--- src/rtl/core/epsnfa_pkg.sv ---
// ----------------------------------------------------------------------------
// epsnfa_pkg
// widths, defaults and register indexes for the epsilon elimination block
// ----------------------------------------------------------------------------
package epsnfa_pkg;

   // default sizing of the automaton store
   localparam int DEF_MAX_STATES  = 8;
   localparam int DEF_MAX_SYMBOLS = 8;

   // request and response field widths
   localparam int SRC_W = 3;
   localparam int SYM_W = 3;
   localparam int TGT_W = 8;

   // register port
   localparam int CSR_IDX_W  = 1;
   localparam int CSR_DATA_W = 4;

   localparam logic [CSR_IDX_W-1:0] CSR_NUM_STATES  = 1'd0;
   localparam logic [CSR_IDX_W-1:0] CSR_NUM_SYMBOLS = 1'd1;

   localparam logic [CSR_DATA_W-1:0] RST_NUM_STATES  = 4'd8;
   localparam logic [CSR_DATA_W-1:0] RST_NUM_SYMBOLS = 4'd8;

endpackage

--- src/rtl/core/epsilon_nfa_elimination.sv ---
// ----------------------------------------------------------------------------
// epsilon_nfa_elimination
// loads an automaton with epsilon moves, then emits the epsilon-free rows
// ----------------------------------------------------------------------------
// usage
//  - request channel (req_*): one transition row per request, one cycle each
//    while idle; symbol 0 rows are the epsilon moves and carry the final flag
//  - a request with req_last_item high is stored and then starts conversion;
//    req_ready stays low until conversion, output and store clearing are done
//  - conversion: the closures are seeded, then closure steps run (one pivot
//    state per cycle, its row read once and or-ed into each row reaching
//    it), then each response walks the move memory's single read port
//    - n = states in use, m = symbols in use
//  - response channel (rsp_*): n*(m-1) responses in state then symbol order,
//    rsp_last_result on the final one; each sits in the output register
//    until taken, and a stalled receiver simply holds the sequencer
//  - after the last response a clearing pass writes zero to all
//    MAX_STATES * 2**clog2(MAX_SYMBOLS) memory rows (64 at default sizing)
//  - reset (synchronous) runs the same clearing pass before the first request
//  - register writes (csr_*) take effect at once; they are read only while
//    converting
// ----------------------------------------------------------------------------
module epsilon_nfa_elimination
   import epsnfa_pkg::*;
#(
   parameter int MAX_STATES  = DEF_MAX_STATES,
   parameter int MAX_SYMBOLS = DEF_MAX_SYMBOLS
) (
   input  logic                  clock,
   input  logic                  reset,
   // request channel
   input  logic                  req_valid,
   output logic                  req_ready,
   input  logic [SRC_W-1:0]      req_source_state,
   input  logic [SYM_W-1:0]      req_symbol,
   input  logic [TGT_W-1:0]      req_target_mask,
   input  logic                  req_is_final,
   input  logic                  req_last_item,
   // response channel
   output logic                  rsp_valid,
   input  logic                  rsp_ready,
   output logic [SRC_W-1:0]      rsp_out_state,
   output logic [SYM_W-1:0]      rsp_out_symbol,
   output logic [TGT_W-1:0]      rsp_out_targets,
   output logic                  rsp_out_final,
   output logic                  rsp_last_result,
   // register write port
   input  logic                  csr_we,
   input  logic [CSR_IDX_W-1:0]  csr_index,
   input  logic [CSR_DATA_W-1:0] csr_wdata
);

   localparam int RW    = MAX_STATES;                // closure row width
   localparam int SW    = $clog2(MAX_STATES);
   localparam int YW    = $clog2(MAX_SYMBOLS);
   localparam int AW    = SW + YW;
   localparam int DEPTH = MAX_STATES * (1 << YW);
   localparam int NW    = $clog2(MAX_STATES + 1);
   localparam int MW    = $clog2(MAX_SYMBOLS + 1);

   // sequencer states
   localparam logic [2:0] ST_CLEAR = 3'd0;
   localparam logic [2:0] ST_IDLE  = 3'd1;
   localparam logic [2:0] ST_CINIT = 3'd2;
   localparam logic [2:0] ST_CLOS  = 3'd3;
   localparam logic [2:0] ST_ACC   = 3'd4;
   localparam logic [2:0] ST_WAIT  = 3'd5;
   localparam logic [2:0] ST_OUT   = 3'd6;

   logic [2:0]            state_ff, state_in;
   logic [CSR_DATA_W-1:0] num_states_ff, num_states_in;
   logic [CSR_DATA_W-1:0] num_symbols_ff, num_symbols_in;
   logic [AW-1:0]         clr_addr_ff, clr_addr_in;

   // move memory, one row per (state, symbol)
   logic [TGT_W-1:0]      move_mem [DEPTH];
   logic [TGT_W-1:0]      rd_data_ff;
   logic                  mem_we;
   logic [AW-1:0]         mem_waddr;
   logic [TGT_W-1:0]      mem_wdata;

   // epsilon rows and final flags kept in flops for the closure seed
   logic [TGT_W-1:0]      eps_ff [MAX_STATES];
   logic [TGT_W-1:0]      eps_in [MAX_STATES];
   logic [MAX_STATES-1:0] final_ff, final_in;

   // closure rows
   logic [RW-1:0]         clos_ff [MAX_STATES];
   logic [RW-1:0]         clos_in [MAX_STATES];

   // walk counters: idx is the pivot while closing, the state while emitting
   logic [SW-1:0]         idx_ff, idx_in;
   logic [SW-1:0]         r_ff, r_in;
   logic [YW-1:0]         a_ff, a_in;
   logic                  rd_vld_ff, rd_vld_in;
   logic                  hit_ff, hit_in;
   logic [TGT_W-1:0]      acc_ff, acc_in;

   // output register
   logic                  rsp_valid_ff, rsp_valid_in;
   logic [SRC_W-1:0]      rsp_state_ff, rsp_state_in;
   logic [SYM_W-1:0]      rsp_symbol_ff, rsp_symbol_in;
   logic [TGT_W-1:0]      rsp_targets_ff, rsp_targets_in;
   logic                  rsp_final_ff, rsp_final_in;
   logic                  rsp_last_ff, rsp_last_in;

   // derived values
   logic [NW-1:0]         n_eff;
   logic [MW-1:0]         m_eff;
   logic [SW-1:0]         n_last;
   logic [YW-1:0]         m_last;
   logic [RW-1:0]         keep;
   logic [TGT_W-1:0]      keep8;
   logic [RW-1:0]         row_sel;
   logic                  row_final;
   logic [TGT_W-1:0]      acc_sum;
   logic                  req_fire;
   logic                  ld_hit;
   logic [SW-1:0]         ld_src;
   logic [YW-1:0]         ld_sym;

   // saturate the registers into their legal ranges
   always_comb begin
      if (num_states_ff == '0) begin
         n_eff = NW'(1);
      end else if (32'(num_states_ff) > MAX_STATES) begin
         n_eff = NW'(MAX_STATES);
      end else begin
         n_eff = NW'(num_states_ff);
      end
      if (32'(num_symbols_ff) < 2) begin
         m_eff = MW'(2);
      end else if (32'(num_symbols_ff) > MAX_SYMBOLS) begin
         m_eff = MW'(MAX_SYMBOLS);
      end else begin
         m_eff = MW'(num_symbols_ff);
      end
   end

   assign n_last = SW'(n_eff - NW'(1));
   assign m_last = YW'(m_eff - MW'(1));

   // masks of the states in use
   always_comb begin
      for (int i = 0; i < RW; i++) begin
         keep[i] = 32'(i) < 32'(n_eff);
      end
      for (int i = 0; i < TGT_W; i++) begin
         keep8[i] = 32'(i) < 32'(n_eff);
      end
   end

   // single read of the closure rows, shared by closing and emitting
   assign row_sel   = clos_ff[idx_ff];
   assign row_final = |(row_sel & final_ff & keep);
   assign acc_sum   = acc_ff | ((rd_vld_ff && hit_ff) ? rd_data_ff : '0);

   // request decode; rows outside the store are dropped
   assign req_ready = (state_ff == ST_IDLE);
   assign req_fire  = req_valid && req_ready;
   assign ld_hit    = req_fire && (32'(req_source_state) < MAX_STATES)
                      && (32'(req_symbol) < MAX_SYMBOLS);
   assign ld_src    = SW'(req_source_state);
   assign ld_sym    = YW'(req_symbol);

   // memory write port: clearing pass or load
   always_comb begin
      mem_we    = (state_ff == ST_CLEAR) || ld_hit;
      mem_waddr = (state_ff == ST_CLEAR) ? clr_addr_ff : {ld_src, ld_sym};
      mem_wdata = (state_ff == ST_CLEAR) ? '0 : req_target_mask;
   end

   always_ff @(posedge clock) begin
      if (mem_we) begin
         move_mem[mem_waddr] <= mem_wdata;
      end
      rd_data_ff <= move_mem[{r_ff, a_ff}];
   end

   // register writes
   always_comb begin
      num_states_in  = num_states_ff;
      num_symbols_in = num_symbols_ff;
      if (csr_we) begin
         unique case (csr_index)
            CSR_NUM_STATES:  num_states_in  = csr_wdata;
            CSR_NUM_SYMBOLS: num_symbols_in = csr_wdata;
            default: ;
         endcase
      end
   end

   // sequencer
   always_comb begin
      state_in       = state_ff;
      clr_addr_in    = clr_addr_ff;
      eps_in         = eps_ff;
      final_in       = final_ff;
      clos_in        = clos_ff;
      idx_in         = idx_ff;
      r_in           = r_ff;
      a_in           = a_ff;
      rd_vld_in      = 1'b0;
      hit_in         = hit_ff;
      acc_in         = acc_ff;
      rsp_valid_in   = rsp_valid_ff;
      rsp_state_in   = rsp_state_ff;
      rsp_symbol_in  = rsp_symbol_ff;
      rsp_targets_in = rsp_targets_ff;
      rsp_final_in   = rsp_final_ff;
      rsp_last_in    = rsp_last_ff;

      unique case (state_ff)
         ST_CLEAR: begin
            // wipe epsilon rows and flags, one memory row per cycle
            for (int q = 0; q < MAX_STATES; q++) begin
               eps_in[q] = '0;
            end
            final_in    = '0;
            clr_addr_in = clr_addr_ff + AW'(1);
            if (clr_addr_ff == AW'(DEPTH - 1)) begin
               clr_addr_in = '0;
               state_in    = ST_IDLE;
            end
         end
         ST_IDLE: begin
            if (ld_hit && (ld_sym == '0)) begin
               eps_in[ld_src]   = req_target_mask;
               final_in[ld_src] = req_is_final;
            end
            if (req_fire && req_last_item) begin
               state_in = ST_CINIT;
            end
         end
         ST_CINIT: begin
            // each state reaches itself and its direct epsilon targets
            for (int q = 0; q < MAX_STATES; q++) begin
               if (32'(q) < 32'(n_eff)) begin
                  clos_in[q] = ((RW'(1) << q) | RW'(eps_ff[q])) & keep;
               end else begin
                  clos_in[q] = '0;
               end
            end
            idx_in   = '0;
            state_in = ST_CLOS;
         end
         ST_CLOS: begin
            // every row reaching the pivot takes on the pivot's row
            for (int q = 0; q < MAX_STATES; q++) begin
               if (clos_ff[q][idx_ff]) begin
                  clos_in[q] = clos_ff[q] | row_sel;
               end
            end
            if (idx_ff == n_last) begin
               idx_in   = '0;
               a_in     = YW'(1);
               r_in     = '0;
               acc_in   = '0;
               state_in = ST_ACC;
            end else begin
               idx_in = idx_ff + SW'(1);
            end
         end
         ST_ACC: begin
            // one memory row per cycle, taken when its state is in the closure
            rd_vld_in = 1'b1;
            hit_in    = row_sel[r_ff];
            acc_in    = acc_sum;
            if (r_ff == n_last) begin
               state_in = ST_WAIT;
            end else begin
               r_in = r_ff + SW'(1);
            end
         end
         ST_WAIT: begin
            rsp_valid_in   = 1'b1;
            rsp_state_in   = SRC_W'(idx_ff);
            rsp_symbol_in  = SYM_W'(a_ff);
            rsp_targets_in = acc_sum & keep8;
            rsp_final_in   = row_final;
            rsp_last_in    = (idx_ff == n_last) && (a_ff == m_last);
            state_in       = ST_OUT;
         end
         ST_OUT: begin
            if (rsp_ready) begin
               rsp_valid_in = 1'b0;
               if (rsp_last_ff) begin
                  clr_addr_in = '0;
                  state_in    = ST_CLEAR;
               end else begin
                  r_in   = '0;
                  acc_in = '0;
                  if (a_ff == m_last) begin
                     a_in   = YW'(1);
                     idx_in = idx_ff + SW'(1);
                  end else begin
                     a_in = a_ff + YW'(1);
                  end
                  state_in = ST_ACC;
               end
            end
         end
         default: begin
            state_in = ST_CLEAR;
         end
      endcase
   end

   // control registers
   always_ff @(posedge clock) begin
      if (reset) begin
         state_ff       <= ST_CLEAR;
         clr_addr_ff    <= '0;
         num_states_ff  <= RST_NUM_STATES;
         num_symbols_ff <= RST_NUM_SYMBOLS;
         rd_vld_ff      <= 1'b0;
         rsp_valid_ff   <= 1'b0;
      end else begin
         state_ff       <= state_in;
         clr_addr_ff    <= clr_addr_in;
         num_states_ff  <= num_states_in;
         num_symbols_ff <= num_symbols_in;
         rd_vld_ff      <= rd_vld_in;
         rsp_valid_ff   <= rsp_valid_in;
      end
   end

   // payload registers
   always_ff @(posedge clock) begin
      eps_ff         <= eps_in;
      final_ff       <= final_in;
      clos_ff        <= clos_in;
      idx_ff         <= idx_in;
      r_ff           <= r_in;
      a_ff           <= a_in;
      hit_ff         <= hit_in;
      acc_ff         <= acc_in;
      rsp_state_ff   <= rsp_state_in;
      rsp_symbol_ff  <= rsp_symbol_in;
      rsp_targets_ff <= rsp_targets_in;
      rsp_final_ff   <= rsp_final_in;
      rsp_last_ff    <= rsp_last_in;
   end

   assign rsp_valid       = rsp_valid_ff;
   assign rsp_out_state   = rsp_state_ff;
   assign rsp_out_symbol  = rsp_symbol_ff;
   assign rsp_out_targets = rsp_targets_ff;
   assign rsp_out_final   = rsp_final_ff;
   assign rsp_last_result = rsp_last_ff;

endmodule

--- config.mk ---
export PLATFORM = sky130hd
export DESIGN_NAME = epsilon_nfa_elimination
export DESIGN_NICKNAME = d
export VERILOG_FILES = /design/src/rtl/core/epsnfa_pkg.sv /design/src/rtl/core/epsilon_nfa_elimination.sv
export SDC_FILE = /design/constraint.sdc
export NUM_CORES = 1
export LEC_CHECK = 0
export ABC_AREA = 1
export BUFFER_PORTS_ARGS = -buffer_cell sky130_fd_sc_hd__buf_2
export CAP_MARGIN = 20
export CORE_AREA = 2 2 237 239
export CTS_CLUSTER_SIZE = 40
export DETAILED_ROUTE_END_ITERATION = 16
export DIE_AREA = 0 0 239 241
export GPL_TIMING_DRIVEN = 0
export PLACE_DENSITY = 0.71
export SLEW_MARGIN = 20
export SYNTH_ARGS = -nofsm -noshare
export SYNTH_HDL_FRONTEND = slang
export SYNTH_SLANG_ARGS = --single-unit
export TNS_END_PERCENT = 5
--- constraint.sdc ---
create_clock -name clock -period 38.4 [get_ports clock]
set_input_delay 7.68 -clock clock [delete_from_list [all_inputs] [get_ports clock]]
set_output_delay 7.68 -clock clock [all_outputs]
set_load 0.02 [all_outputs]
==> metrics.yaml, run 1 <==
route.detailed.drc: 0
clock-root-buffer: "clkbuf_16"
htree_levels: 3
syn2layout_area_growth_pct: 13.3
vias: 24000
die_h_um: 241
synth_area_um2: 30500
synthAdderAreaFrac: 0.00329
synthMuxAreaShare: 0
yosysSeqAreaShare: 0.682
clk_latency_ns: 0.63
syn_inst: 2907
die_area_um2: 57600
synth_xor_area_frac: 0.00172
placed_area_um2: 32100
firstDrtPassIters: 6
hold_path_class: "register to register"
synth.distinct_cells: 36
peakVddDrop_mv: 0.0470
setup_tns_ns: 0
grt_max_degree: 35
cts_tree: "built"
power.density_nw_per_um2: 65.1
post-cts-setup-buffer-count: 0
n_fill_cell: 4324
synth_ff_type: "edfxtp_1"
gr-usage-all-layers: 0.354
synth_fp_nets: 2941
fin_nets: 3092
synth_edf_count: 674
async_flop_share: 0
core-area_um2: 54900
crit_required_ns: 30.72
whs_ns: 0.478
fin_crit_sh: 0.268
wl_per_cell_um: 26.5
p_leak_nw: 12.9
final-hold-violation-count: 0
antenna_found_initial: 1
syn_area_per_cell_um2: 10.5
drt_iter0_markers: 3775
hpwl_um: 72200
diodes: 0
cts_resized: 0
port_buffers: 42
final_cell_mix: "nand2_1 (859), edfxtp_1 (674), nand3_1 (580), o21ai_0 (179), inv_1 (122)"
yosys_warnings: 0
synth_top_family_by_area: "simple AND/OR/NAND/NOR gates"
grt_first_pass_wirelength_um: 146000
routed_via_density: 6.28
fmax_mhz: 97.1
critPathCaptureType: "primary output"
cap_violations: 0
status: "completed"
num_rows: 86
slew_viol_final: 0
setup_violations: 0
cts_buffers: 75
relSlewSlack: 0.195
yosys_register_bits: 701
design_area_um2: 34500
final_common_cell: "nand2_1"
clock-sinks: 701
cp-start-kind: "register"
synth-compound-area-share: 0.0531
first_global_vias: 22300
clock_path_buffers: 3
arrival_ns: 2.61
grt-ovfl-total: 0
drive_above_1_share: 0.0832
ant_nets: 0
clk_pin_slew_worst_paths_ns: 0.06
clock_skew_ns: 0.0208
place_congestion: 0.996
critPathKind: "register to primary output"
finalPower_mw: 2.25
num_io_pins: 44
drt-total-wl_um: 101000
worstMarginPinSlew_ns: 1.20
synth-simple-area-share: 0.221
fp.dieW_um: 239
fin_crit_ns: 10.29
rsz0062_at_grt: "no"
final_util: 0.629
critPathMaxFanout: 10
initial_utilization: 0.555
cts_hold_buf: 0
critical path: stages (launching register included):
cell	delay [ns]
dfxtp_1	0.39
nand2_1	0.12
nor2_1	0.47
clkbuf_1	0.43
buf_2	0.34
buf_2	0.22
worst paths after layout:
check | cells after the start | from | slack [ns] | to
worst max-delay path | 5 | state_ff[0] | 28.11 | req_ready
worst min-delay path | 2 | rsp_valid | 0.48 | rsp_valid
worst max register to register | 6 | state_ff[0] | 34.97 | move_mem[9][1]
worst min register to register | 2 | rsp_valid | 0.48 | rsp_valid
power breakdown:
group	switching (mW)	internal, mW	total, mW
combinational	0.365	0.114	0.479
clock	0.302	0.405	0.707
sequential	0.0379	1.02	1.06
layer usage:
metal  track usage  vias to the layer above  routed length, um
li1              -                    10500                  -
met1         0.504                    11500              39600
met2         0.523                     1719              43900
met3        0.0890                      251              13400
met4         0.147                        2               4440
met5             0                        -                 12
flip-flops by register name, indices dropped and copies added (netlist names), 3 cells and up:
signal	cells
move_mem	512
a_ff	3
acc_ff	8
rsp_out_targets	8
rsp_out_state	3
idx_ff	3
num_states_ff	4
r_ff	3
state_ff	3
clr_addr_ff	6
final_ff	8
rsp_out_symbol	3
num_symbols_ff	4
eps_ff	56
rd_data_ff	8
clos_ff	64
cells by family after synthesis:
family                   after synthesis
AO/OA/AOI/OAI                        304
XOR/XNOR                               6
adder cells (fa/ha/maj)                8
buffers and inverters                301
flip-flops                           701
AND/OR/NAND/NOR                     1587
area by class of cell:
type | count | area [um2] | share of cell area
multi-input cells | 1905 | 8610 | 0.249
plain buffers | 163 | 671 | 0.0194
well taps | 704 | 881 | 0.0255
repair buffers | 74 | 697 | 0.0202
clock inverters | 39 | 328 | 0.00950
inverters | 138 | 518 | 0.0150
clock buffers | 94 | 2040 | 0.0592
flip-flops and latches | 701 | 20800 | 0.602
Yosys cell counts (2+ instances only):
master,count,area share
xor2_1,3,0.00086
a21oi_1,80,0.013
buf_2,37,0.0061
nor4_1,2,0.00041
nand3_1,580,0.095
buf_4,3,0.00074
ha_1,8,0.0033
o21ai_0,179,0.029
o21ai_1,11,0.0018
o31ai_1,3,0.00074
o21ai_2,3,0.00086
nor3_1,3,0.00049
a31o_2,2,0.00057
edfxtp_1,674,0.66
nand2_2,2,0.00041
dfxtp_1,27,0.018
nand2_1,859,0.11
nor2_1,129,0.016
inv_1,122,0.015
a31oi_1,8,0.0016
o211ai_1,9,0.0022
inv_2,10,0.0012
xnor2_1,3,0.00086
buf_1,19,0.0023
a211oi_1,3,0.00074
clkbuf_1,103,0.013
nand4_1,10,0.0021
clkinv_1,6,0.00074
o2111ai_1,2,0.00057
stage by stage:
step           cells  setup slack, ns
4_1_cts         3817            28.11
6_report        3818            28.11
3_5_place_dp    3684            28.16
2_1_floorplan   2907            19.81
3_3_place_gp    3653            15.66
5_1_grt         3818            27.98
Note: power is estimated with default switching activity, not from simulation.
==> inputs of run 2 (changes only) <==
- ABC_AREA: 1 -> 0
- CORE_AREA: 2 2 237 239 -> 2 2 234 236
- DIE_AREA: 0 0 239 241 -> 0 0 236 238
- PLACE_DENSITY: 0.71 -> 0.74
- clock period: 38.4 -> 9.01 ns (I/O delays scaled with it)
==> run 2 against run 1 <==
Effect of this change:
- count of clock-buffer cells in the layout increased by 2
- power increased to 3.1 times the previous value
- cell area decreased by 3.5%
- critical path type is now register to register
- critical endpoint is now r_ff[0]
- first-iteration DRC count decreased by 28%
- critical path depth increased by 6
- wire length decreased by 24%
- cell count decreased by 28%
==> metrics.yaml, run 2 <==
status: "completed"  # unchanged
critPathKind: "register to register"  # was register to primary output
setup_violations: 0  # unchanged
whs_ns: 0.467  # was 0.478 ns
num_io_pins: 44  # unchanged
first_global_vias: 17500  # was 22.3k
cp-start-kind: "register"  # unchanged
setup_tns_ns: 0  # unchanged
wl_per_cell_um: 28.1  # was 26.5 um
post-cts-setup-buffer-count: 0  # unchanged
fin_nets: 2032  # was 3092
drive_above_1_share: 0.170  # was 0.0832
clk_latency_ns: 0.62  # was 0.63 ns
syn_inst: 1880  # was 2907
clk_pin_slew_worst_paths_ns: 0.06  # about the same
design_area_um2: 33300  # was 34500 um2
synth-compound-area-share: 0.0492  # was 0.0531
fp.dieW_um: 236  # was 239 um
die_h_um: 238  # was 241 um
synth_top_family_by_area: "multiplexers"  # was simple AND/OR/NAND/NOR gates
worstMarginPinSlew_ns: 1.20  # about the same
fin_crit_sh: 0.461
synth_fp_nets: 1914  # was 2941
p_leak_nw: 11.0  # was 12.9 nW
die_area_um2: 56200  # was 57600 um2
cts_resized: 0  # unchanged
synth-simple-area-share: 0.0817  # was 0.221
clock-sinks: 701  # unchanged
hpwl_um: 52100  # was 72200 um
yosys_warnings: 0  # unchanged
route.detailed.drc: 0  # unchanged
relSlewSlack: 0.198  # was 0.195
p_int_mw: 5.48  # was 1.54 mW
synth_top_area_share: 0.681  # was 0.664
crit_required_ns: 9.34  # was 30.72 ns
place_congestion: 0.934  # was 0.996
async_flop_share: 0  # unchanged
critPathCaptureType: "register"  # was primary output
p_comb_frac: 0.049  # was 0.213
drt_iter0_markers: 2719  # was 3775
final-hold-violation-count: 0  # unchanged
syn2layout_area_growth_pct: 12.1  # was 13.3%
power.density_nw_per_um2: 211  # was 65.1 nW/um2
slew_viol_final: 0  # unchanged
synth_ff_type: "edfxtp_1"  # unchanged
multi_input_area_um2: 8460  # was 8610 um2
syn_area_per_cell_um2: 15.8  # was 10.5 um2
seq_area_um2: 20800  # unchanged
hp-start: "a_ff[2]"  # was rsp_valid
critPathMaxFanout: 10  # unchanged
final_cell_mix: "edfxtp_1 (674), nor2_1 (190), nand2_1 (143), mux4_2 (142), a21oi_1 (115)"  # was nand2_1 (859), edfxtp_1 (674), nand3_1 (580), o21ai_0 (179), inv_1 (122)
largest_register_ffs: 512  # unchanged
port_buffers: 39  # was 42
clock_path_buffers: 3  # unchanged
drt-total-wl_um: 77200  # was 101000 um
netlist.top_cell.by_area: "edfxtp_1"  # unchanged
reg2reg_from: "num_states_ff[3]"  # was state_ff[0]
fin_crit_ns: 4.16
fmax_mhz: 241
cap_violations: 0  # unchanged
routed_via_density: 6.56  # was 6.28
yosysSeqAreaShare: 0.699  # was 0.682
yosys_register_bits: 701  # unchanged
synth.distinct_cells: 55  # was 36
ant_nets: 0  # unchanged
placed_area_um2: 31000  # was 32100 um2
core-area_um2: 53500  # was 54900 um2
seq_power_share: 0.533  # was 0.473
peakVddDrop_mv: 0.156  # was 0.0470 mV
clock_skew_ns: 0.0268  # was 0.0208 ns
grt-ovfl-total: 0  # unchanged
synth_area_um2: 29700  # was 30500 um2
antenna_found_initial: 1  # unchanged
synth_most_common_cell: "edfxtp_1"  # was nand2_1
p_sw_frac: 0.220  # was 0.314
initial_utilization: 0.556  # was 0.555
p_sw_mw: 1.54  # was 0.705 mW
firstDrtPassIters: 8  # was 6
startpoint: "num_states_ff[3]"  # was state_ff[0]
synthMuxAreaShare: 0.145  # was 0
vias: 18100  # was 24.0k
cts_hold_buf: 0  # unchanged
clock-root-buffer: "clkbuf_16"  # unchanged
reg2reg_depth: 11  # was 6
gr-usage-all-layers: 0.278  # was 0.354
cts_buffers: 71  # was 75
htree_levels: 3  # unchanged
grt_max_degree: 65  # was 35
cts_tree: "built"  # unchanged
clkPwrFrac: 0.418  # was 0.314
num_rows: 85  # was 86
n_fill_cell: 3771  # was 4324
final_common_cell: "edfxtp_1"  # was nand2_1
top_regs: "move_mem (512), clos_ff (64), eps_ff (56)"  # unchanged
grt_first_pass_wirelength_um: 114000  # was 146000 um
synth_common_cells: "edfxtp_1 (674), nor2_1 (190), nand2_1 (143)"  # was nand2_1 (859), edfxtp_1 (674), nand3_1 (580)
hold_depth: 0  # was 2
hold_path_class: "register to register"  # unchanged
synth_xor_area_frac: 0.00383  # was 0.00172
arrival_ns: 4.49  # was 2.61 ns
synthTopCellsByArea: "edfxtp_1 (68%), mux4_2 (11%), mux2i_1 (3.4%)"  # was edfxtp_1 (66%), nand2_1 (11%), nand3_1 (9.5%)
largest-register: "move_mem"  # unchanged
synth_edf_count: 674  # unchanged
synthAdderAreaFrac: 0.00337  # was 0.00329
rsz0062_at_grt: "no"  # unchanged
-- run 2: final timing paths --
kind | to | slack, ns
worst min register to register | rsp_out_symbol[2] | 0.47
worst max register to register | r_ff[0] | 4.85
worst max-delay path | r_ff[0] | 4.85
worst min-delay path | rsp_out_symbol[2] | 0.47
-- run 2: area by class of cell --
| cell class | count | share of cell area |
|---|---|---|
| inverter | 10 | 0.00113 |
| multi-input combinational | 1050 | 0.254 |
| sequential | 701 | 0.624 |
| buffer | 119 | 0.0153 |
| clock buffer | 96 | 0.0580 |
| antenna | 3 | 0.000225 |
| tap | 696 | 0.0261 |
| clock inverter | 33 | 0.0111 |
| timing repair buffer | 45 | 0.0108 |
-- run 2: power groups by stage --
stage	logic [mW]	registers, mW	clock network, mW
3_5_place_dp	0.335	3.81	0
4_1_cts	0.337	3.74	2.96
5_1_grt	0.369	3.75	3.09
3_3_place_gp	0.301	3.81	0
6_report	0.346	3.74	2.93
2_1_floorplan	0.199	3.78	0
-- run 2: cell families (layout without fill, tap and decap cells) --
logic type / Yosys count / in the layout
AO/OA/AOI/OAI: 236 / 236
XOR/XNOR: 13 / 13
flip-flops: 701 / 701
adder cells (fa/ha/maj): 8 / 8
buffers and inverters: 129 / 303
AND/OR/NAND/NOR: 542 / 542
multiplexers: 251 / 251
other: 0 / 3
-- run 2: worst max-delay path, cell delays in order (launching register included) --
cell and delay, ns:
dfxtp_1 0.38, clkbuf_1 0.41, clkbuf_1 0.58, nor2_1 0.16
inv_1 0.09, ha_1 0.41, ha_1 0.34, xor2_1 0.16
a211oi_2 0.26, o22ai_2 0.20, nor2_1 0.59, o21a_1 0.28
-- run 2: through the flow --
step           utilization  std cells  setup slack (ns)  total power [mW]
2_1_floorplan            -       1880              3.19              3.98
4_1_cts              0.623       2750              4.92              7.04
5_1_grt              0.623       2750              4.65              7.21
6_report             0.623       2753              4.85              7.02
3_3_place_gp         0.576       2615              2.01              4.11
3_5_place_dp         0.580       2621              4.59              4.14
-- run 2: metal layers --
layer	GRT usage	share of wire	wire, um	vias to the layer above
met5	0	0.00019	15	-
met2	0.416	0.45	34700	1194
met3	0.0679	0.13	9720	173
li1	-	-	-	7598
met1	0.403	0.39	30500	9083
met4	0.0963	0.031	2360	2
